**config.mk**
```make
export PLATFORM = sky130hd
export DESIGN_NAME = svpwm_scale
export DESIGN_NICKNAME = d
export VERILOG_FILES = /design/src/hdl/svpwm_sector_timing_assert.svh /design/src/hdl/svpwm_pkg.sv /design/src/hdl/svpwm_scale.sv
export SDC_FILE = /design/constraint.sdc
export NUM_CORES = 2
export LEC_CHECK = 0
export ABC_AREA = 1
export BUFFER_PORTS_ARGS = -buffer_cell sky130_fd_sc_hd__buf_2
export CAP_MARGIN = 15
export CORE_MARGIN = 8
export CORE_UTILIZATION = 50
export DETAILED_ROUTE_END_ITERATION = 10
export PLACE_DENSITY = 0.67
export SLEW_MARGIN = 15
export SYNTH_ARGS = -nofsm -noshare
export SYNTH_HDL_FRONTEND = slang
export SYNTH_SLANG_ARGS = --single-unit
export TNS_END_PERCENT = 10
```
**constraint.sdc**
```tcl
create_clock -name clk_i -period 2.2 [get_ports clk_i]
set_clock_uncertainty 0.15 [all_clocks]
set_input_delay 0.44 -clock clk_i [delete_from_list [all_inputs] [get_ports clk_i]]
set_output_delay 0.44 -clock clk_i [all_outputs]
set_load 0.05 [all_outputs]
```
**src/hdl/svpwm_sector_timing_assert.svh**
```systemverilog
// Assertion macros for the space vector PWM sector and timing block.
// Self-contained; users must provide clk_i and rst_ni in scope.
`ifndef SVPWM_SECTOR_TIMING_ASSERT_SVH
`define SVPWM_SECTOR_TIMING_ASSERT_SVH
`ifndef NO_ASSERTIONS
`define SVPWM_ASSERT_IMP(lbl, ante, cons, msg) \
  lbl: assert property (@(posedge clk_i) disable iff (!rst_ni) (ante) |-> (cons)) \
    else $error(msg);
`define SVPWM_ASSERT_NXT(lbl, ante, cons, msg) \
  lbl: assert property (@(posedge clk_i) disable iff (!rst_ni) (ante) |=> (cons)) \
    else $error(msg);
`else
`define SVPWM_ASSERT_IMP(lbl, ante, cons, msg)
`define SVPWM_ASSERT_NXT(lbl, ante, cons, msg)
`endif
`endif

```
**src/hdl/svpwm_pkg.sv**
```systemverilog
// Shared types and constants for the space vector PWM sector and timing block.
// No dependencies.
`timescale 1ns / 1ps
`default_nettype none

package svpwm_pkg;

  localparam int VOLT_BITS_DEF   = 16;
  localparam int TIME_BITS_DEF   = 16;
  localparam int PERIOD_REG_BITS = 16;
  localparam int GAIN_BITS       = 24;
  localparam int CFG_DATA_BITS   = 24;
  localparam int CFG_IDX_BITS    = 1;
  localparam int PERIOD_RESET    = 25600;
  localparam int GAIN_RESET      = 405400;
  localparam int HALF_SQRT3_Q16  = 56756;

  typedef enum logic [CFG_IDX_BITS-1:0] {
    REG_PERIOD,
    REG_GAIN
  } reg_idx_e;

  typedef enum logic [2:0] {
    SECTOR_ZERO,
    SECTOR_1,
    SECTOR_2,
    SECTOR_3,
    SECTOR_4,
    SECTOR_5,
    SECTOR_6
  } sector_e;

  // Sign code: bit 0 for v1 > 0, bit 1 for v2 > 0, bit 2 for v3 > 0.
  localparam logic [2:0] CODE_S1   = 3'b011;
  localparam logic [2:0] CODE_S2   = 3'b001;
  localparam logic [2:0] CODE_S3   = 3'b101;
  localparam logic [2:0] CODE_S4   = 3'b100;
  localparam logic [2:0] CODE_S5   = 3'b110;
  localparam logic [2:0] CODE_S6   = 3'b010;
  localparam logic [2:0] CODE_NONE = 3'b000;
  localparam logic [2:0] CODE_ALL  = 3'b111;

  typedef struct packed {
    logic       valid;
    logic [2:0] code;
  } ctl_t;

endpackage

`default_nettype wire

```
**src/hdl/svpwm_scale.sv**
```systemverilog
// Gain stage: multiplies the three projections, two of them rounded, by the gain register.
// Depends on svpwm_pkg.
`timescale 1ns / 1ps
`default_nettype none

module svpwm_scale #(
  parameter int VOLT_BITS = svpwm_pkg::VOLT_BITS_DEF
) (
  input  wire logic                                        clk_i,
  input  wire logic                                        rst_ni,
  input  wire svpwm_pkg::ctl_t                             ctl_i,
  input  wire logic signed [VOLT_BITS+1:0]                 r1_i,
  input  wire logic signed [VOLT_BITS+1:0]                 r2_i,
  input  wire logic signed [VOLT_BITS+1:0]                 r3_i,
  input  wire logic [svpwm_pkg::GAIN_BITS-1:0]             gain_i,
  output svpwm_pkg::ctl_t                                  ctl_o,
  output logic signed [VOLT_BITS+svpwm_pkg::GAIN_BITS+1:0] k1_o,
  output logic signed [VOLT_BITS+svpwm_pkg::GAIN_BITS+1:0] k2_o,
  output logic signed [VOLT_BITS+svpwm_pkg::GAIN_BITS+1:0] k3_o
);

  localparam int KW = VOLT_BITS + svpwm_pkg::GAIN_BITS + 2;

  logic                 v_q;
  logic [2:0]           code_q;
  logic signed [KW-1:0] g_ext, k1_q, k2_q, k3_q;
  logic signed [KW-1:0] r1_ext, r2_ext, r3_ext;

  assign g_ext  = $signed(KW'(gain_i));
  assign r1_ext = KW'(r1_i);
  assign r2_ext = KW'(r2_i);
  assign r3_ext = KW'(r3_i);

  always_ff @(posedge clk_i or negedge rst_ni) begin
    if (!rst_ni) begin
      v_q <= 1'b0;
    end else begin
      v_q <= ctl_i.valid;
    end
  end

  always_ff @(posedge clk_i) begin
    code_q <= ctl_i.code;
    k1_q   <= g_ext * r1_ext;
    k2_q   <= g_ext * r2_ext;
    k3_q   <= g_ext * r3_ext;
  end

  assign ctl_o.valid = v_q;
  assign ctl_o.code  = code_q;
  assign k1_o        = k1_q;
  assign k2_o        = k2_q;
  assign k3_o        = k3_q;

endmodule

`default_nettype wire

```
==> flow_summary_export.csv <==
group,metric,value,unit
setup_path,crit_path_max_incr_delay,0.55,ns
sta,slew_violations,0,
route,dr.pass1.iters,6,
yosys,syn_area_per_cell,7.48,sq um
yosys,syn-cell-area,0.0482,sq mm
floorplanning,core_area,0.0961,sq mm
yosys,synth_ff_type,"dfxtp_1",
sta,final_hold_viol_count,0,
global_routing,grt_pass1_vias,43258,
yosys,yosys_warnings,0,
yosys,yosys.area_share.simple,0.183,
floorplanning,die_y,326,microns
yosys,synthTopCellsByArea,"fa_1 44%, inv_1 16%, nand2_1 15%",
setup_path,crit_slowest_cell,"fa_1",
clocking,clk_pin_slew,0.07,ns
clocking,cts_sinks,130,
route,vias_per_cell,4.84,
setup_path,path_cells,"buf_6, buf_12, buf_12, nand2_1, inv_1, fa_1, inv_2, fa_1, fa_2, inv_2, fa_2, fa_1, inv_1, fa_1, inv_2, ha_4, nand2_4, nor2_4, inv_2, nor2_4, nand3b_1, nand3_4, buf_4, xor2_1",
yosys,synth_fa_ha_area_frac,0.548,
sta,tightest_slew,0.441,ns
cells_and_area,layout.nets,8637,
setup_path,startpoint_type,"input pin",
yosys,synth_edf_count,0,
hold_path,hold_path_class,"in -> async",
yosys,synthArstFlopShare,0.00769,
route,dr.first_iter.drc_count,2488,
sta,fin_hold_ws,0.0494,ns
yosys,synth-compound-area-share,0.0178,
yosys,yosys.area.top_type_share,0.439,
route,route.detailed.drc,0,
cells_and_area,syn_to_final_growth,22.7,%
setup_path,worstSetupPathType,"in -> reg",
setup_path,required,2.50,ns
yosys,synth_top_family_by_area,"adder cells",
clocking,cts_max_path_buffers,2,
global_routing,groute.usage.overall,0.263,
place,gp_congestion,0.922,
run_status,failed_checks,"negative setup slack",
global_routing,grt_antenna_before_repair,3,
setup_path,cp-end-kind,"register",
global_routing,grt_pass1_wl,224,mm
clocking,clockRootBuffer,"clkbuf_16",
yosys,ys_types,36,
yosys,yosysTopAreaCell,"fa_1",
sta,min_period,5.21,ns
floorplanning,io-pin-count,214,
sta,slew_headroom,0.706,
yosys,synth-seq-cells,130,
place,dp.final_hpwl,116,mm
clocking,cts_tree,"yes",
clocking,htree_levels,4,
route,postRouteAntennaNets,0,
yosys,synthesis.nets,7997,
yosys,synth_mux_area_frac,0,
sta,fin_crit_sh,2.37,
global_routing,grt_max_degree,27,
route,wl,138,mm
floorplanning,initial_core_util,0.501,
floorplanning,dieWidth,326,microns
setup_path,arrival,5.51,ns
sta,fmax,0.192,GHz
yosys,synthXorXnorAreaFrac,0.0129,
route,wl_per_cell,16.5,microns
global_routing,grt-ovfl-total,0,
sta,rsz0062_at_grt,"true",
yosys,synth_seq_area_share,0.0541,
route,num_vias,40536,
clocking,cts_buffers,17,
yosys,synth_cells,6437,
floorplanning,die-area,0.107,sq mm
setup_path,critPathMaxFanout,9,
cells_and_area,drive_above_1_share,0.195,
setup_path,crit_start,"gain_i[15]",
place,port_buffers,213,
run_status,status,"complete, but fails checks",
sta,setup_violations,114,
sta,fin_ws,-3.01,ns
floorplanning,placementRows,114,
job,maxCapViolations,0,
cell type report:
type                    instances  area [sq um]
inverters                    2107          7910
multi-input cells            3947         38800
clock buffers                  18           439
well taps                    1276          1600
fillers                      8576         37000
clock inverters                14           140
flip-flops and latches        130          2610
repair buffers                874          7590
diodes                          2          5.00
worst max-delay path: cells and delay by family:
family / cells / cell delay [ns]
buf+inv: 10 / 0.87
xor+xnor: 1 / 0.11
simple gates: 6 / 0.75
fa+ha+maj: 7 / 3.34
synth_stat cells (4+ instances only):
cell,instances
inv_1,2104
nand2_1,1865
fa_1,1056
ha_1,420
clkbuf_1,249
nor2_1,192
dfxtp_1,129
a21oi_1,97
nand3_1,67
xor2_1,50
o21ai_0,41
nand2_2,31
nor3_1,29
xnor2_1,21
nand3_2,20
o21bai_1,13
nor2_2,12
a31oi_1,6
and2_1,5
nand4_1,4
nor4_1,4
or2_2,4
cells by family (layout without fill, tap and decap cells):
group,Yosys count,count (layout)
AOI/OAI and AO/OA,161,161
xor gates and xnor gates,71,71
adders and majority gates,1476,1476
buffers and inverters,2360,3013
DFF,130,130
other,0,2
and+or+nand+nor,2239,2239
through the flow:
stage               setup TNS, ns  instances  utilization  area (sq um)  setup slack, ns
floorplan                 -310.81       6437            -         50100            -3.00
global placement          -372.48       8280        0.585         56200            -3.73
detailed placement        -376.20       8280        0.585         56200            -3.70
CTS                       -292.57       8344        0.604         58100            -2.94
global route              -316.18       8367        0.615         59100            -3.19
finish                    -298.38       8368        0.615         59100            -3.01
sequential cells by signal, indices dropped and copies added (netlist names):
| register | count |
|---|---|
| k1_o | 42 |
| k2_o | 42 |
| k3_o | 42 |
| code_q | 3 |
| v_q | 1 |
per-layer routing:
| metal | track usage | routed length, microns | part of all wire |
|---|---|---|---|
| met5 | 0 | 27 | 0.00020 |
| met4 | 0.0953 | 5460 | 0.040 |
| met3 | 0.0437 | 9950 | 0.072 |
| met2 | 0.443 | 66000 | 0.48 |
| met1 | 0.341 | 56400 | 0.41 |
cells in the final DEF (no fill, tap or decap), types with 39 or more instances in the layout:
cell,n
a21oi_1,51
a21oi_2,42
buf_12,80
buf_2,171
buf_4,550
dfxtp_1,129
fa_1,1015
fa_2,41
ha_1,346
ha_4,72
inv_1,2043
inv_2,61
nand2_1,1752
nand2_2,107
nand3_1,58
nor2_1,156
xor2_1,39
final timing paths:
| path | endpoint | slack (ns) | cells past startpoint |
|---|---|---|---|
| min in group clk_i | k3_o[0] | 0.15 | 3 |
| min | v_q | 0.05 | 2 |
| max | k2_o[25] | -3.01 | 24 |
| max in group asynchronous | v_q | 1.77 | 2 |
repair_timing:
action / CTS / global route
gates cloned: 5 / 5
buffers inserted: 22 / 17
endpoints found under the setup margin: 117 / 115
endpoints found under the hold margin: 5 / 0
pin swaps: 65 / 84
hold buffers: 5 / 0
resized for setup: 233 / 225
Power is left out: the tool's default activity adds up to more than one toggle a clock period on the data nets, which glitch-free logic cannot reach.
