**src/hdl/svpwm_sector_timing_assert.svh**
```systemverilog
// Assertion macros for the space vector PWM sector and timing block.
// Self-contained; users must provide clk_i and rst_ni in scope.
`ifndef SVPWM_SECTOR_TIMING_ASSERT_SVH
`define SVPWM_SECTOR_TIMING_ASSERT_SVH
`ifndef NO_ASSERTIONS
`define SVPWM_ASSERT_IMP(lbl, ante, cons, msg) \
  lbl: assert property (@(posedge clk_i) disable iff (!rst_ni) (ante) |-> (cons)) \
    else $error(msg);
`define SVPWM_ASSERT_NXT(lbl, ante, cons, msg) \
  lbl: assert property (@(posedge clk_i) disable iff (!rst_ni) (ante) |=> (cons)) \
    else $error(msg);
`else
`define SVPWM_ASSERT_IMP(lbl, ante, cons, msg)
`define SVPWM_ASSERT_NXT(lbl, ante, cons, msg)
`endif
`endif

```
**src/hdl/svpwm_pkg.sv**
```systemverilog
// Shared types and constants for the space vector PWM sector and timing block.
// No dependencies.
`timescale 1ns / 1ps
`default_nettype none

package svpwm_pkg;

  localparam int VOLT_BITS_DEF   = 16;
  localparam int TIME_BITS_DEF   = 16;
  localparam int PERIOD_REG_BITS = 16;
  localparam int GAIN_BITS       = 24;
  localparam int CFG_DATA_BITS   = 24;
  localparam int CFG_IDX_BITS    = 1;
  localparam int PERIOD_RESET    = 25600;
  localparam int GAIN_RESET      = 405400;
  localparam int HALF_SQRT3_Q16  = 56756;

  typedef enum logic [CFG_IDX_BITS-1:0] {
    REG_PERIOD,
    REG_GAIN
  } reg_idx_e;

  typedef enum logic [2:0] {
    SECTOR_ZERO,
    SECTOR_1,
    SECTOR_2,
    SECTOR_3,
    SECTOR_4,
    SECTOR_5,
    SECTOR_6
  } sector_e;

  // Sign code: bit 0 for v1 > 0, bit 1 for v2 > 0, bit 2 for v3 > 0.
  localparam logic [2:0] CODE_S1   = 3'b011;
  localparam logic [2:0] CODE_S2   = 3'b001;
  localparam logic [2:0] CODE_S3   = 3'b101;
  localparam logic [2:0] CODE_S4   = 3'b100;
  localparam logic [2:0] CODE_S5   = 3'b110;
  localparam logic [2:0] CODE_S6   = 3'b010;
  localparam logic [2:0] CODE_NONE = 3'b000;
  localparam logic [2:0] CODE_ALL  = 3'b111;

  typedef struct packed {
    logic       valid;
    logic [2:0] code;
  } ctl_t;

endpackage

`default_nettype wire

```
**src/hdl/svpwm_proj.sv**
```systemverilog
// Projection stages: input register, sqrt3/2 product, projections, sign code
// and rounding to Q.10 volts. Depends on svpwm_pkg.
`timescale 1ns / 1ps
`default_nettype none

module svpwm_proj #(
  parameter int VOLT_BITS = svpwm_pkg::VOLT_BITS_DEF
) (
  input  wire logic                           clk_i,
  input  wire logic                           rst_ni,
  input  wire logic                           start_i,
  input  wire logic signed [VOLT_BITS-1:0]    volt_alpha_i,
  input  wire logic signed [VOLT_BITS-1:0]    volt_beta_i,
  output svpwm_pkg::ctl_t                     ctl_o,
  output logic signed [VOLT_BITS+1:0]         r1_o,
  output logic signed [VOLT_BITS+1:0]         r2_o,
  output logic signed [VOLT_BITS+1:0]         r3_o
);

  localparam int PW = VOLT_BITS + 17;
  localparam int RW = VOLT_BITS + 2;
  localparam logic signed [PW-1:0] K_HS = PW'(svpwm_pkg::HALF_SQRT3_Q16);
  localparam logic [PW-1:0] RND_Q26 = PW'(32768);

  logic                        v1_q, v2_q, v3_q, v4_q;
  logic signed [VOLT_BITS-1:0] a1_q, b1_q, b2_q, b3_q;
  logic signed [PW-1:0]        pa2_q, p2_3_q, p3_3_q;
  logic signed [PW-1:0]        a_ext, b_ext, pa_d, p2_d, p3_d;
  logic [2:0]                  code4_q, code_d;
  logic signed [RW-1:0]        r1_q, r2_q, r3_q, r2_d, r3_d;

  function automatic logic signed [RW-1:0] round_q10(input logic signed [PW-1:0] p);
    logic          neg;
    logic [PW-1:0] mag;
    logic [PW-1:0] sum;
    logic [RW-1:0] m;
    neg = p[PW-1];
    mag = neg ? PW'(-p) : PW'(p);
    sum = mag + RND_Q26;
    m   = {1'b0, sum[PW-1:16]};
    return neg ? $signed(-m) : $signed(m);
  endfunction

  assign a_ext = PW'(a1_q);
  assign b_ext = PW'(b2_q);
  assign pa_d  = a_ext * K_HS;
  assign p2_d  = pa2_q - (b_ext <<< 15);
  assign p3_d  = -pa2_q - (b_ext <<< 15);

  assign code_d[0] = !b3_q[VOLT_BITS-1] && (b3_q != '0);
  assign code_d[1] = !p2_3_q[PW-1] && (p2_3_q != '0);
  assign code_d[2] = !p3_3_q[PW-1] && (p3_3_q != '0);
  assign r2_d      = round_q10(p2_3_q);
  assign r3_d      = round_q10(p3_3_q);

  always_ff @(posedge clk_i or negedge rst_ni) begin
    if (!rst_ni) begin
      v1_q <= 1'b0;
      v2_q <= 1'b0;
      v3_q <= 1'b0;
      v4_q <= 1'b0;
    end else begin
      v1_q <= start_i;
      v2_q <= v1_q;
      v3_q <= v2_q;
      v4_q <= v3_q;
    end
  end

  always_ff @(posedge clk_i) begin
    a1_q    <= volt_alpha_i;
    b1_q    <= volt_beta_i;
    pa2_q   <= pa_d;
    b2_q    <= b1_q;
    p2_3_q  <= p2_d;
    p3_3_q  <= p3_d;
    b3_q    <= b2_q;
    code4_q <= code_d;
    r1_q    <= RW'(b3_q);
    r2_q    <= r2_d;
    r3_q    <= r3_d;
  end

  assign ctl_o.valid = v4_q;
  assign ctl_o.code  = code4_q;
  assign r1_o        = r1_q;
  assign r2_o        = r2_q;
  assign r3_o        = r3_q;

endmodule

`default_nettype wire

```
**config.mk**
```make
export PLATFORM = sky130hd
export DESIGN_NAME = svpwm_proj
export DESIGN_NICKNAME = d
export VERILOG_FILES = /design/src/hdl/svpwm_sector_timing_assert.svh /design/src/hdl/svpwm_pkg.sv /design/src/hdl/svpwm_proj.sv
export SDC_FILE = /design/constraint.sdc
export NUM_CORES = 1
export LEC_CHECK = 0
export BUFFER_PORTS_ARGS = -buffer_cell sky130_fd_sc_hd__buf_2
export CORE_ASPECT_RATIO = 1.5
export CORE_MARGIN = 3
export CORE_UTILIZATION = 65
export CTS_CLUSTER_SIZE = 14
export DETAILED_ROUTE_END_ITERATION = 10
export PLACE_DENSITY = 0.84
export SYNTH_ARGS = -nofsm -noshare
export SYNTH_HDL_FRONTEND = slang
export SYNTH_SLANG_ARGS = --single-unit
```
**constraint.sdc**
```tcl
create_clock -name clk_i -period 16.3 [get_ports clk_i]
set_clock_uncertainty 0.15 [all_clocks]
set_input_delay 1.63 -clock clk_i [delete_from_list [all_inputs] [get_ports clk_i]]
set_output_delay 1.63 -clock clk_i [all_outputs]
set_load 0.02 [all_outputs]
```
==> results.txt <==
The run finished with clean final reports. Using the TritonRoute via totals, the vias-per-cell ratio works out to 5.626. The placeable core region is 23310 µm². TritonCTS built the clock tree.

The synthesis warning total is 0. The sequential cells in the finished layout cover a total of 4324 µm². The count of buffers added by post-CTS timing repair for setup is 0. The number of cells on the critical path is 20.

The number of design rule violations left after detail routing came out at 0. The data arrival at the endpoint of the critical path came out at about 6.9 ns. The number of buffers created by CTS is 22. The setup slack at placement is 9.739 ns. The combined area of all synthesized cells came out at between 15000 and 20000 µm². The most numerous cell type found on the critical path is fa_1. The area growth from synthesis to layout is 9.190%. At the end of routability-driven placement, the weighted congestion stood at 0.9379.

Measured against its own limit, the worst slew margin works out to 0.3896. STA classifies the critical path startpoint as a flip-flop. The total of endpoints with negative setup slack in the final report came out at 0. The vias after detailed routing is 11641. The final hold violation count was 0.

Once layout is complete, the utilization of the core stands at 0.7295. The I/O pin count came out at 93. Yosys attributes the largest share of cell area to dfxtp_1 (27%), fa_1 (15%), ha_1 (14%). In this design, the stage delay of the slowest critical-path cell is 0.63 ns.

The number of global-route vias before repair came to 12206. Counting the fill cells in the layout gives 1796. In this run the worst setup path terminates at pa2_q[31]. A synthesized cell averages 9.332 µm². The shortest period the worst path allows came out at approximately 6.6 ns. The endpoint identified for the worst register-to-register timing path is pa2_q[31].

inv_1 is the most common cell in the netlist. The start point of the critical path is a1_q[7]. Counting along the longest clock path gives a buffer depth of 3. The maximum clock frequency came out at roughly 0.15 GHz. The depth of the worst register-to-register path came out at 20. The detailed-route wire length per cell came out at 16.24 µm.

The hold path depth came out at 0. The initial core utilization is 0.6681. The global-route total usage across every layer is 0.2622. Across the run, the number of max-cap violations was 0. The antenna violation net count after detailed routing is 0. In this run the most critical hold path is launched from b1_q[2]. The number of detailed-route iterations in the first pass is 5. The distinct cell type count after synthesis is 87. The xor/xnor cell area share of the yosys netlist came out at 0.09399. The clock slew seen by the registers of the worst setup and hold paths is 0.06 ns.

The synthesized-area fraction occupied by ao, oa, aoi and oai cells is 0.1246. The required time of the critical path is 16.59 ns. The floorplan step set the die width to 132.4 µm. Sorting the synthesized cells by how often they occur yields inv_1 (254), dfxtp_1 (211), ha_1 (177). The adder-cell share of the synthesized area is 0.2919. The sequential share of the synthesized area came out at 0.2776.

The die outline height is a little under 200 µm. After floorplanning, the core was divided into 68 placement rows. The largest driver fanout on the critical path is 5. The post-CTS resize count came out at 0. The repair_antennas step left the layout with diodes totalling 0. The number of nets in the layout came out at 2067.

After the first detailed-routing iteration, the DRC count stood at 664. The share of synthesized flip-flops with an asynchronous set or reset came out at 0.01860. Of the post-synthesis cell area, the dominant cell type holds 0.2712. The cell area after layout is 17010 µm². The worst setup path is of the reg -> reg kind. The final-report max-slew violation count is 0. The family with the most delay on the worst path is adder cells. The source of the worst register-to-register timing path is a1_q[7].

Walking the worst path, the cells encountered are ha_1 -> inv_1 -> fa_1 -> fa_1 -> fa_1 -> inv_1 -> fa_1 -> fa_1 -> ha_1 -> o21a_1 -> o21ai_0 -> a21boi_0 -> and2_1 -> o311a_1 -> nor4_1 -> nor3_1 -> o31ai_1 -> o221ai_1 -> a21oi_1 -> xnor2_1. After synthesis, the largest family of logic cells by area is adder cells. In the final layout, the share of cells above drive strength 1 is 0.09464. The most used flip-flop cell after synthesis is dfxtp_1.

The minimum setup slack among reg-to-reg paths came out at 9.72 ns. The worst setup path is captured at a flip-flop. The number of flip-flops and latches in the synthesized netlist is between 200 and 250. The clock latency on the worst-skew pair is 0.52 ns.

The CTS root buffer is clkbuf_16. Setup repair after global routing left no endpoint under its margin. The post-synthesis simple-gate area fraction is 0.1310. The count of clock tree sinks is 215. The global route total overflow came out at 0. The placed wire-length estimate after detailed placement is 27.27 mm. The mux share of post-synthesis cell area came out at 0.005945. Once placement finished, the instance area stood at 16240 µm².

In this run the number of H-tree levels came out at 1. At the pin with the least slew margin, the transition time is 0.9072 ns. The wire length of the first global-routing pass came out at around 56 mm. The initial antenna violation count is 0.

The cts-stage hold buffer count is 0. The setup TNS is 0 ns. The net count of the mapped netlist is 1997. The combined area of the multi-input logic cells is 10080 µm². The final clock period utilization by the worst path is 0.4034. The worst min-delay path category is reg -> reg. The final wirelength is approximately 34 mm. The library cell contributing the largest single delay on the critical path is o31ai_1. The number of synthesized flops with an enable pin is 0. The floorplan step defined a die boundary enclosing 25890 µm². The count of buffers from port buffering came out at 92.

The number of instances in the synthesized netlist is between 1500 and 2000. The largest net degree at the start of global routing came out at 47. The count of buffering cells on the critical path with inverters included came out at 2. dfxtp_1 takes more of the synthesized area than any other cell.

The final setup slack of the worst path is between 9 and 10 ns.
[metal layers]
| metal | up-vias | GRT usage | wire length, µm |
|---|---|---|---|
| met5 | - | 0 | 0 |
| met4 | 0 | 0.1086 | 1403 |
| met3 | 91 | 0.02474 | 1155 |
| met2 | 290 | 0.5330 | 18860 |
| met1 | 5560 | 0.2667 | 12170 |
| li1 | 5700 | - | - |
[worst min path at each step]
| stage | endpoint | slack (ns) |
|---|---|---|
| CTS | b2_q[2] | 0.18 |
| finish | b2_q[2] | 0.18 |
| global placement | b2_q[0] | 0.16 |
| floorplan | b2_q[0] | 0.16 |
| global route | b2_q[2] | 0.19 |
| detailed placement | b2_q[2] | 0.16 |
[worst reg2reg max path: cells and delay by family (launching register included)]
family | cells | cell delay, ns
adders and majority gates | 7 | 3.29
AOI/OAI and AO/OA | 7 | 1.85
and+or+nand+nor | 3 | 0.61
DFF | 1 | 0.35
buffers and inverters | 2 | 0.14
xor gates and xnor gates | 1 | 0.13
[per-stage QoR]
| stage | hold slack [ns] | cells |
|---|---|---|
| after floorplan | 0.1596 | 1669 |
| after global placement | 0.1618 | 2030 |
| after detailed placement | 0.1621 | 2030 |
| after CTS | 0.1761 | 2069 |
| after global routing | 0.1868 | 2069 |
| final | 0.1761 | 2069 |
[final cells by class]
| class | instances | area share |
|---|---|---|
| Multi-Input combinational cell | 1150 | 0.5930 |
| Sequential cell | 215 | 0.2543 |
| Inverter | 255 | 0.05628 |
| Clock buffer | 29 | 0.03693 |
| Timing Repair Buffer | 95 | 0.02840 |
| Tap cell | 315 | 0.02318 |
| Clock inverter | 10 | 0.007946 |
[cells in the final DEF, fill, tap and decap left out, types with 7 or more instances in the layout]
| master | netlist | layout |
|---|---|---|
| and3_1 | 13 | 13 |
| inv_1 | 254 | 254 |
| nor3_1 | 30 | 30 |
| dfxtp_1 | 211 | 211 |
| or4_1 | 7 | 7 |
| or3_1 | 16 | 16 |
| a31oi_1 | 12 | 12 |
| mux2i_1 | 7 | 7 |
| nor2b_1 | 14 | 14 |
| fa_1 | 116 | 116 |
| a21o_1 | 25 | 25 |
| nor4_1 | 13 | 13 |
| o211ai_1 | 7 | 7 |
| buf_2 | 5 | 92 |
| a21oi_1 | 81 | 81 |
| ha_1 | 177 | 177 |
| clkbuf_16 | 0 | 23 |
| and2_1 | 7 | 7 |
| o22ai_1 | 7 | 7 |
| nand4_1 | 16 | 16 |
| nor2_1 | 97 | 97 |
| xor2_1 | 45 | 45 |
| nand2b_1 | 25 | 25 |
| nand3_1 | 40 | 40 |
| o21bai_1 | 11 | 11 |
| o21ai_0 | 49 | 49 |
| xnor2_1 | 115 | 115 |
| nand2_1 | 92 | 92 |
| o31ai_1 | 8 | 8 |
[sequential cells by signal, indices dropped and copies added, names as in the netlist]
| name | cells |
|---|---|
| b1_q | 16 |
| v2_q | 1 |
| v4_q | 1 |
| code4_q | 3 |
| r1_o | 16 |
| r3_o | 18 |
| p2_3_q | 30 |
| pa2_q | 31 |
| b3_q | 16 |
| p3_3_q | 31 |
| b2_q | 16 |
| r2_o | 18 |
| a1_q | 16 |
| v3_q | 1 |
| v1_q | 1 |
[kinds of logic after synthesis]
group | Yosys count
AOI/OAI and AO/OA | 284
adders and majority gates | 294
xor gates and xnor gates | 163
buffers and inverters | 304
and+or+nand+nor | 400
muxes | 9
DFF | 215
Power is left out: the tool's default activity adds up to more than one toggle a clock period on the data nets, which glitch-free logic cannot reach.
