$ cat config.mk
export PLATFORM = sky130hd
export DESIGN_NAME = svpwm_phase
export DESIGN_NICKNAME = d
export VERILOG_FILES = /design/src/hdl/svpwm_pkg.sv /design/src/hdl/svpwm_phase.sv
export VERILOG_INCLUDE_DIRS = /design/src /design/src/hdl
export SDC_FILE = /design/constraint.sdc
export NUM_CORES = 2
export LEC_CHECK = 0
export BUFFER_PORTS_ARGS = -buffer_cell sky130_fd_sc_hd__buf_2
export CORE_MARGIN = 8
export CORE_UTILIZATION = 50
export CTS_CLUSTER_SIZE = 40
export DETAILED_ROUTE_END_ITERATION = 6
export PLACE_DENSITY = 0.66
export SYNTH_ARGS = -nofsm -noshare
export SYNTH_HDL_FRONTEND = slang
export SYNTH_SLANG_ARGS = --single-unit
$ cat constraint.sdc
create_clock -name clk_i -period 5 [get_ports clk_i]
set_clock_uncertainty 0.15 [all_clocks]
set_input_delay 1 -clock clk_i [delete_from_list [all_inputs] [get_ports clk_i]]
set_output_delay 1 -clock clk_i [all_outputs]
set_load 0.02 [all_outputs]
$ cat src/hdl/svpwm_sector_timing_assert.svh
// Assertion macros for the space vector PWM sector and timing block.
// Self-contained; users must provide clk_i and rst_ni in scope.
`ifndef SVPWM_SECTOR_TIMING_ASSERT_SVH
`define SVPWM_SECTOR_TIMING_ASSERT_SVH
`ifndef NO_ASSERTIONS
`define SVPWM_ASSERT_IMP(lbl, ante, cons, msg) \
  lbl: assert property (@(posedge clk_i) disable iff (!rst_ni) (ante) |-> (cons)) \
    else $error(msg);
`define SVPWM_ASSERT_NXT(lbl, ante, cons, msg) \
  lbl: assert property (@(posedge clk_i) disable iff (!rst_ni) (ante) |=> (cons)) \
    else $error(msg);
`else
`define SVPWM_ASSERT_IMP(lbl, ante, cons, msg)
`define SVPWM_ASSERT_NXT(lbl, ante, cons, msg)
`endif
`endif

$ cat src/hdl/svpwm_pkg.sv
// Shared types and constants for the space vector PWM sector and timing block.
// No dependencies.
`timescale 1ns / 1ps
`default_nettype none

package svpwm_pkg;

  localparam int VOLT_BITS_DEF   = 16;
  localparam int TIME_BITS_DEF   = 16;
  localparam int PERIOD_REG_BITS = 16;
  localparam int GAIN_BITS       = 24;
  localparam int CFG_DATA_BITS   = 24;
  localparam int CFG_IDX_BITS    = 1;
  localparam int PERIOD_RESET    = 25600;
  localparam int GAIN_RESET      = 405400;
  localparam int HALF_SQRT3_Q16  = 56756;

  typedef enum logic [CFG_IDX_BITS-1:0] {
    REG_PERIOD,
    REG_GAIN
  } reg_idx_e;

  typedef enum logic [2:0] {
    SECTOR_ZERO,
    SECTOR_1,
    SECTOR_2,
    SECTOR_3,
    SECTOR_4,
    SECTOR_5,
    SECTOR_6
  } sector_e;

  // Sign code: bit 0 for v1 > 0, bit 1 for v2 > 0, bit 2 for v3 > 0.
  localparam logic [2:0] CODE_S1   = 3'b011;
  localparam logic [2:0] CODE_S2   = 3'b001;
  localparam logic [2:0] CODE_S3   = 3'b101;
  localparam logic [2:0] CODE_S4   = 3'b100;
  localparam logic [2:0] CODE_S5   = 3'b110;
  localparam logic [2:0] CODE_S6   = 3'b010;
  localparam logic [2:0] CODE_NONE = 3'b000;
  localparam logic [2:0] CODE_ALL  = 3'b111;

  typedef struct packed {
    logic       valid;
    logic [2:0] code;
  } ctl_t;

endpackage

`default_nettype wire

$ cat src/hdl/svpwm_phase.sv
// Phase stages: sector decode, centered phase times, rounding, clamping and
// the output register. Depends on svpwm_pkg and the assertion macros.
`timescale 1ns / 1ps
`default_nettype none
`include "svpwm_sector_timing_assert.svh"

module svpwm_phase #(
  parameter int VOLT_BITS = svpwm_pkg::VOLT_BITS_DEF,
  parameter int TIME_BITS = svpwm_pkg::TIME_BITS_DEF
) (
  input  wire logic                                        clk_i,
  input  wire logic                                        rst_ni,
  input  wire svpwm_pkg::ctl_t                             ctl_i,
  input  wire logic signed [VOLT_BITS+svpwm_pkg::GAIN_BITS+1:0] k1_i,
  input  wire logic signed [VOLT_BITS+svpwm_pkg::GAIN_BITS+1:0] k2_i,
  input  wire logic signed [VOLT_BITS+svpwm_pkg::GAIN_BITS+1:0] k3_i,
  input  wire logic [((TIME_BITS < svpwm_pkg::PERIOD_REG_BITS) ? TIME_BITS :
                      svpwm_pkg::PERIOD_REG_BITS)-1:0]     period_i,
  output logic                                             done_o,
  output logic [2:0]                                       sector_o,
  output logic [TIME_BITS-1:0]                             time_a_o,
  output logic [TIME_BITS-1:0]                             time_b_o,
  output logic [TIME_BITS-1:0]                             time_c_o
);

  localparam int PER_BITS = (TIME_BITS < svpwm_pkg::PERIOD_REG_BITS) ?
                            TIME_BITS : svpwm_pkg::PERIOD_REG_BITS;
  localparam int KW = VOLT_BITS + svpwm_pkg::GAIN_BITS + 2;
  localparam int TW = KW + 1;
  localparam logic [TW-1:0] RND_HALF = TW'(1) << 18;

  logic signed [TW-1:0] per, k1, k2, k3;
  logic signed [TW-1:0] ta_d, tb_d, tc_d, ta6_q, tb6_q, tc6_q;
  svpwm_pkg::sector_e   sec_d, sec6_q, sector_q;
  logic                 v6_q, done_q;
  logic [TIME_BITS-1:0] half, per_t;
  logic [TIME_BITS-1:0] time_a_d, time_b_d, time_c_d;
  logic [TIME_BITS-1:0] time_a_q, time_b_q, time_c_q;

  function automatic logic [TIME_BITS-1:0] finish_time(input logic signed [TW-1:0] t,
                                                       input logic [PER_BITS-1:0] p);
    logic [TW-1:0] u;
    logic [TW-1:0] pe;
    u  = ($unsigned(t) + RND_HALF) >> 19;
    pe = TW'(p);
    if (t[TW-1] || (t == '0)) begin
      return '0;
    end else if (u > pe) begin
      return TIME_BITS'(p);
    end
    return TIME_BITS'(u);
  endfunction

  assign per = $signed(TW'({period_i, 18'd0}));
  assign k1  = TW'(k1_i);
  assign k2  = TW'(k2_i);
  assign k3  = TW'(k3_i);

  always_comb begin
    ta_d  = '0;
    tb_d  = '0;
    tc_d  = '0;
    sec_d = svpwm_pkg::SECTOR_ZERO;
    case (ctl_i.code)
      svpwm_pkg::CODE_S1: begin
        sec_d = svpwm_pkg::SECTOR_1;
        ta_d  = per - k1 - k2;
        tb_d  = per - k1 + k2;
        tc_d  = per + k1 + k2;
      end
      svpwm_pkg::CODE_S2: begin
        sec_d = svpwm_pkg::SECTOR_2;
        ta_d  = per - k2 + k3;
        tb_d  = per + k2 + k3;
        tc_d  = per - k2 - k3;
      end
      svpwm_pkg::CODE_S3: begin
        sec_d = svpwm_pkg::SECTOR_3;
        ta_d  = per + k1 + k3;
        tb_d  = per - k1 - k3;
        tc_d  = per + k1 - k3;
      end
      svpwm_pkg::CODE_S4: begin
        sec_d = svpwm_pkg::SECTOR_4;
        ta_d  = per - k1 - k2;
        tb_d  = per - k1 + k2;
        tc_d  = per + k1 + k2;
      end
      svpwm_pkg::CODE_S5: begin
        sec_d = svpwm_pkg::SECTOR_5;
        ta_d  = per + k3 - k2;
        tb_d  = per + k3 + k2;
        tc_d  = per - k3 - k2;
      end
      svpwm_pkg::CODE_S6: begin
        sec_d = svpwm_pkg::SECTOR_6;
        ta_d  = per + k3 + k1;
        tb_d  = per - k3 - k1;
        tc_d  = per - k3 + k1;
      end
      default: begin
        sec_d = svpwm_pkg::SECTOR_ZERO;
      end
    endcase
  end

  assign half  = TIME_BITS'(period_i >> 1);
  assign per_t = TIME_BITS'(period_i);

  always_comb begin
    if (sec6_q == svpwm_pkg::SECTOR_ZERO) begin
      time_a_d = half;
      time_b_d = half;
      time_c_d = half;
    end else begin
      time_a_d = finish_time(ta6_q, period_i);
      time_b_d = finish_time(tb6_q, period_i);
      time_c_d = finish_time(tc6_q, period_i);
    end
  end

  always_ff @(posedge clk_i or negedge rst_ni) begin
    if (!rst_ni) begin
      v6_q   <= 1'b0;
      done_q <= 1'b0;
    end else begin
      v6_q   <= ctl_i.valid;
      done_q <= v6_q;
    end
  end

  always_ff @(posedge clk_i) begin
    sec6_q   <= sec_d;
    ta6_q    <= ta_d;
    tb6_q    <= tb_d;
    tc6_q    <= tc_d;
    sector_q <= sec6_q;
    time_a_q <= time_a_d;
    time_b_q <= time_b_d;
    time_c_q <= time_c_d;
  end

  assign done_o   = done_q;
  assign sector_o = sector_q;
  assign time_a_o = time_a_q;
  assign time_b_o = time_b_q;
  assign time_c_o = time_c_q;

  `SVPWM_ASSERT_IMP(a_zero_half, done_q && (sector_q == svpwm_pkg::SECTOR_ZERO),
    (time_a_q == half) && (time_b_q == half) && (time_c_q == half),
    "zero vector times are not half the period")
  `SVPWM_ASSERT_IMP(a_clamp, done_q,
    (time_a_q <= per_t) && (time_b_q <= per_t) && (time_c_q <= per_t),
    "phase time exceeds the period")
  `SVPWM_ASSERT_NXT(a_zero_code,
    ctl_i.valid && ((ctl_i.code == svpwm_pkg::CODE_NONE) ||
                    (ctl_i.code == svpwm_pkg::CODE_ALL)),
    v6_q && (sec6_q == svpwm_pkg::SECTOR_ZERO),
    "null sign code did not decode to the zero sector")

endmodule

`default_nettype wire

==> results by group <==
STA
  – PnR worst setup slack: -0.6400 ns
  – Final min period: roughly 5.6 ns
  – Final Hold Viols: 0
  – Fin crit share: 112.8%
  – Final setup fails: 62
  – Worst Max-Slew Pin Slew: 1.119 ns
  – Max_slew headroom: 25.18%
  – Final slew viol count: 0
  – FMAX: 177.3 MHz
  – RSZ-0062 raised after global routing: true

Floorplan
  – Die Width: 296.2 um
  – Die height: 296.2 um
  – Core Footprint: 77590 um^2
  – Boundary Pins: 200
  – Die footprint: 87720 um^2
  – Rows: 102
  – Starting Density: about half

Routing
  – Vias: 55560
  – Routed wire length: 233300 um
  – Post-DR wirelength/cell: 26.99 um
  – DRC Markers: 3
  – Antenna viol nets, final: 0
  – First-pass DRT Iterations: 7
  – Vias per cell: around 6.4
  – Initial drt markers: about 8300

Critical path
  – Crit Path Max Fanout: 4
  – Crit-path max cell delay: ~0.6 ns
  – Critical path type: input port to register
  – Most used cell, CP: buf_6
  – Kind of end point of the critical path: register
  – Arr. time, crit path: 5.86 ns
  – Slowest CP cell: or4_4
  – R2R depth: 19
  – FF-to-FF End: time_b_o[8]
  – Required time worst endpoint: between 5 and 6 ns
  – Reg2reg setup slack: 0.29 ns
  – Critical Path Source Type: input port
  – Reg2reg start: tb6_q[20]

Synthesis
  – Seq/Total Area, Yosys: 9.461%
  – Mapped Area: 39250 um^2
  – Mux share of post-synthesis cell area: 0.8161%
  – FFs w/ async S/R, synth: 1.081%
  – Leading register cell type out of synthesis: dfxtp_1
  – Synth Warn #: 0
  – Synth Area in Compound Gates: 30.39%
  – Netlist cell types: a little over 100
  – Yosys top cell area share: 18.55%
  – Syn_nets: between 6000 and 7000
  – Post-Synth XOR/XNOR Area: 13.82%
  – Syn Inst Count: 5466
  – Post-Synth Simple-Gate Area: 20.99%
  – Synthesized area per cell: 7.181 um^2
  – Post-synthesis register bit count: ~190
  – Post-synthesis adder-cell area fraction: 19.98%
  – Top-count cell post-synth: ha_1
  – Largest area contributor in the netlist: ha_1
  – EDFF count, synth: 0
  – Top cells by count, synth: 582 x ha_1, 516 x nand2_1, 503 x a21oi_1
  – Largest family of logic cells by synthesized area: compound AO/OA/AOI/OAI gates
  – Synth area leaders: ha_1 19%, dfxtp_1 9.3%, xnor2_1 9.3%

Placement
  – Worst slack at placement: -1.492 ns
  – Routability cong.: 1.223
  – Post-DP HPWL: 188400 um
  – IO buf count: 199

Power and ir drop
  – Leakage dissipation: 30.38 nW
  – Total power: 18.19 mW
  – Max VDD drop: 0.0003261 V
  – Power Density: 293.0 nW/um^2

Final layout
  – Synth-to-layout area growth: 58.21%
  – Nets@finish: between 8000 and 9000
  – Post-Route Utilization: 80.03%
  – Fillers: 5396
  – Layout cell share with drive strength beyond 1: 39.24%

Clock tree
  – CTS Buffer Depth: 2
  – CTS tree: done
  – Cts bufs inserted: 17
  – Clk_lat worst skew: 0.53 ns
  – Root buffer cell: clkbuf_16
  – Clock-pin slew on the worst setup and hold paths: 0.08 ns
  – H-tree Lvls: 4
  – Clock sinks: around 190

Hold path
  – Hold crit path type: input port to async pin

GRT
  – Number of global-route vias before repair: between 50000 and 60000
  – Total gr overflow: 0
  – Pin count of the biggest net entering global routing: 61
  – Initial antenna violation count: 11
  – Total track usage: around 50%
  – First-pass GRT wire length: 322300 um

Run status
  – Violated checks: DRC, setup timing
  – Status: complete, but fails checks

Job
  – Max-cap violation count: 0
[cell families after synthesis]
group	after synthesis
compound gates	1846
xor+xnor	614
fa+ha+maj	610
buf+inv	474
flops	185
mux	30
simple gates	1707
[stage by stage]
stage                     instance area (um^2)  setup TNS [ns]  cells  hold slack, ns
final                                    62100          -20.30   8644          0.1097
after floorplan                          39810          -9.034   5466          0.1812
after CTS                                59700          -12.29   8589         0.09199
after global routing                     62090          -24.87   8642          0.1083
after detailed placement                 56310          -83.72   8483          0.1918
after global placement                   56310          -80.19   8483          0.1969
[worst max-delay path by stage]
stage | depth (start not counted) | slack (ns) | to | start
CTS | 23 | -0.49 | tc6_q[40] | k2_i[5]
detailed placement | 19 | -1.49 | tc6_q[37] | k2_i[0]
finish | 25 | -0.64 | ta6_q[33] | k2_i[7]
floorplan | 21 | -0.56 | ta6_q[42] | k2_i[8]
global route | 25 | -0.80 | ta6_q[33] | k2_i[7]
global placement | 19 | -1.46 | tc6_q[41] | k2_i[0]
[critical path, delay by kind of cell]
family | cells | cell delay (ns)
compound gates | 11 | 2.08
buf+inv | 4 | 0.65
xor+xnor | 2 | 0.33
simple gates | 7 | 1.51
fa+ha+maj | 1 | 0.28
[where the power goes]
group	switching [mW]	leakage [nW]	internal (mW)
clock	0.787	0.307	0.750
sequential	0.418	1.56	1.88
combinational	7.81	28.5	6.55
total	9.01	30.4	9.18
[layout by cell type (no fill, tap or decap), types with 18 or more instances in the layout]
| cell | Yosys | final |
|---|---|---|
| a211o_1 | 19 | 18 |
| a211oi_1 | 43 | 36 |
| a21o_1 | 290 | 290 |
| a21oi_1 | 503 | 378 |
| a21oi_2 | 2 | 116 |
| a22oi_1 | 63 | 52 |
| a31oi_1 | 98 | 86 |
| and2_1 | 30 | 26 |
| and3_1 | 63 | 51 |
| buf_12 | 0 | 19 |
| buf_2 | 5 | 184 |
| buf_4 | 0 | 1976 |
| buf_6 | 0 | 85 |
| dfxtp_1 | 183 | 183 |
| fa_1 | 28 | 28 |
| ha_1 | 582 | 519 |
| ha_4 | 0 | 55 |
| inv_1 | 304 | 289 |
| nand2_1 | 516 | 489 |
| nand2_2 | 1 | 20 |
| nand2b_1 | 127 | 120 |
| nand3_1 | 169 | 153 |
| nand4_1 | 81 | 81 |
| nor2_1 | 393 | 359 |
| nor2_2 | 1 | 25 |
| nor2b_1 | 68 | 63 |
| nor3_1 | 103 | 76 |
| nor4_1 | 58 | 37 |
| o211ai_1 | 39 | 39 |
| o21a_1 | 59 | 58 |
| o21ai_0 | 373 | 259 |
| o21ai_1 | 13 | 72 |
| o21ai_2 | 1 | 48 |
| o21bai_1 | 70 | 66 |
| o221ai_1 | 33 | 24 |
| xnor2_1 | 418 | 360 |
| xnor2_2 | 0 | 49 |
| xor2_1 | 193 | 187 |
[per-layer routing]
metal | up-vias | part of all wire [%] | global-route usage (%)
li1 | 24220 | - | -
met1 | 25810 | 38 | 66.15
met2 | 4594 | 36 | 64.47
met3 | 918 | 20 | 25.62
met4 | 17 | 5.3 | 19.64
met5 | - | 0.13 | 0
[registers in the layout, summed over array words and instances (netlist names), 3 cells and up]
name,flops
sec6_q,3
sector_o,3
ta6_q,43
tb6_q,43
tc6_q,43
time_a_o,16
time_b_o,16
time_c_o,16
[cell type report]
cell class	count	area (um^2)	share of cell area, %
Sequential cell	185	3714	5.980
Timing Repair Buffer	2270	17180	27.67
Clock buffer	19	452.9	0.7294
Inverter	306	1186	1.910
Multi-Input combinational cell	4807	38080	61.32
Tap cell	1040	1301	2.096
Antenna cell	4	10.01	0.01612
Clock inverter	13	170.2	0.2740
[what timing repair did]
| item | 4_1_cts | 5_1_grt |
|---|---|---|
| pin swaps | 284 | 294 |
| gates resized for setup | 459 | 410 |
| hold buffers | 0 | 0 |
| setup endpoints to repair | 77 | 77 |
| buffers inserted | 91 | 68 |
| endpoints found under the hold margin | 0 | 0 |
(Power assumes the default switching activity.)
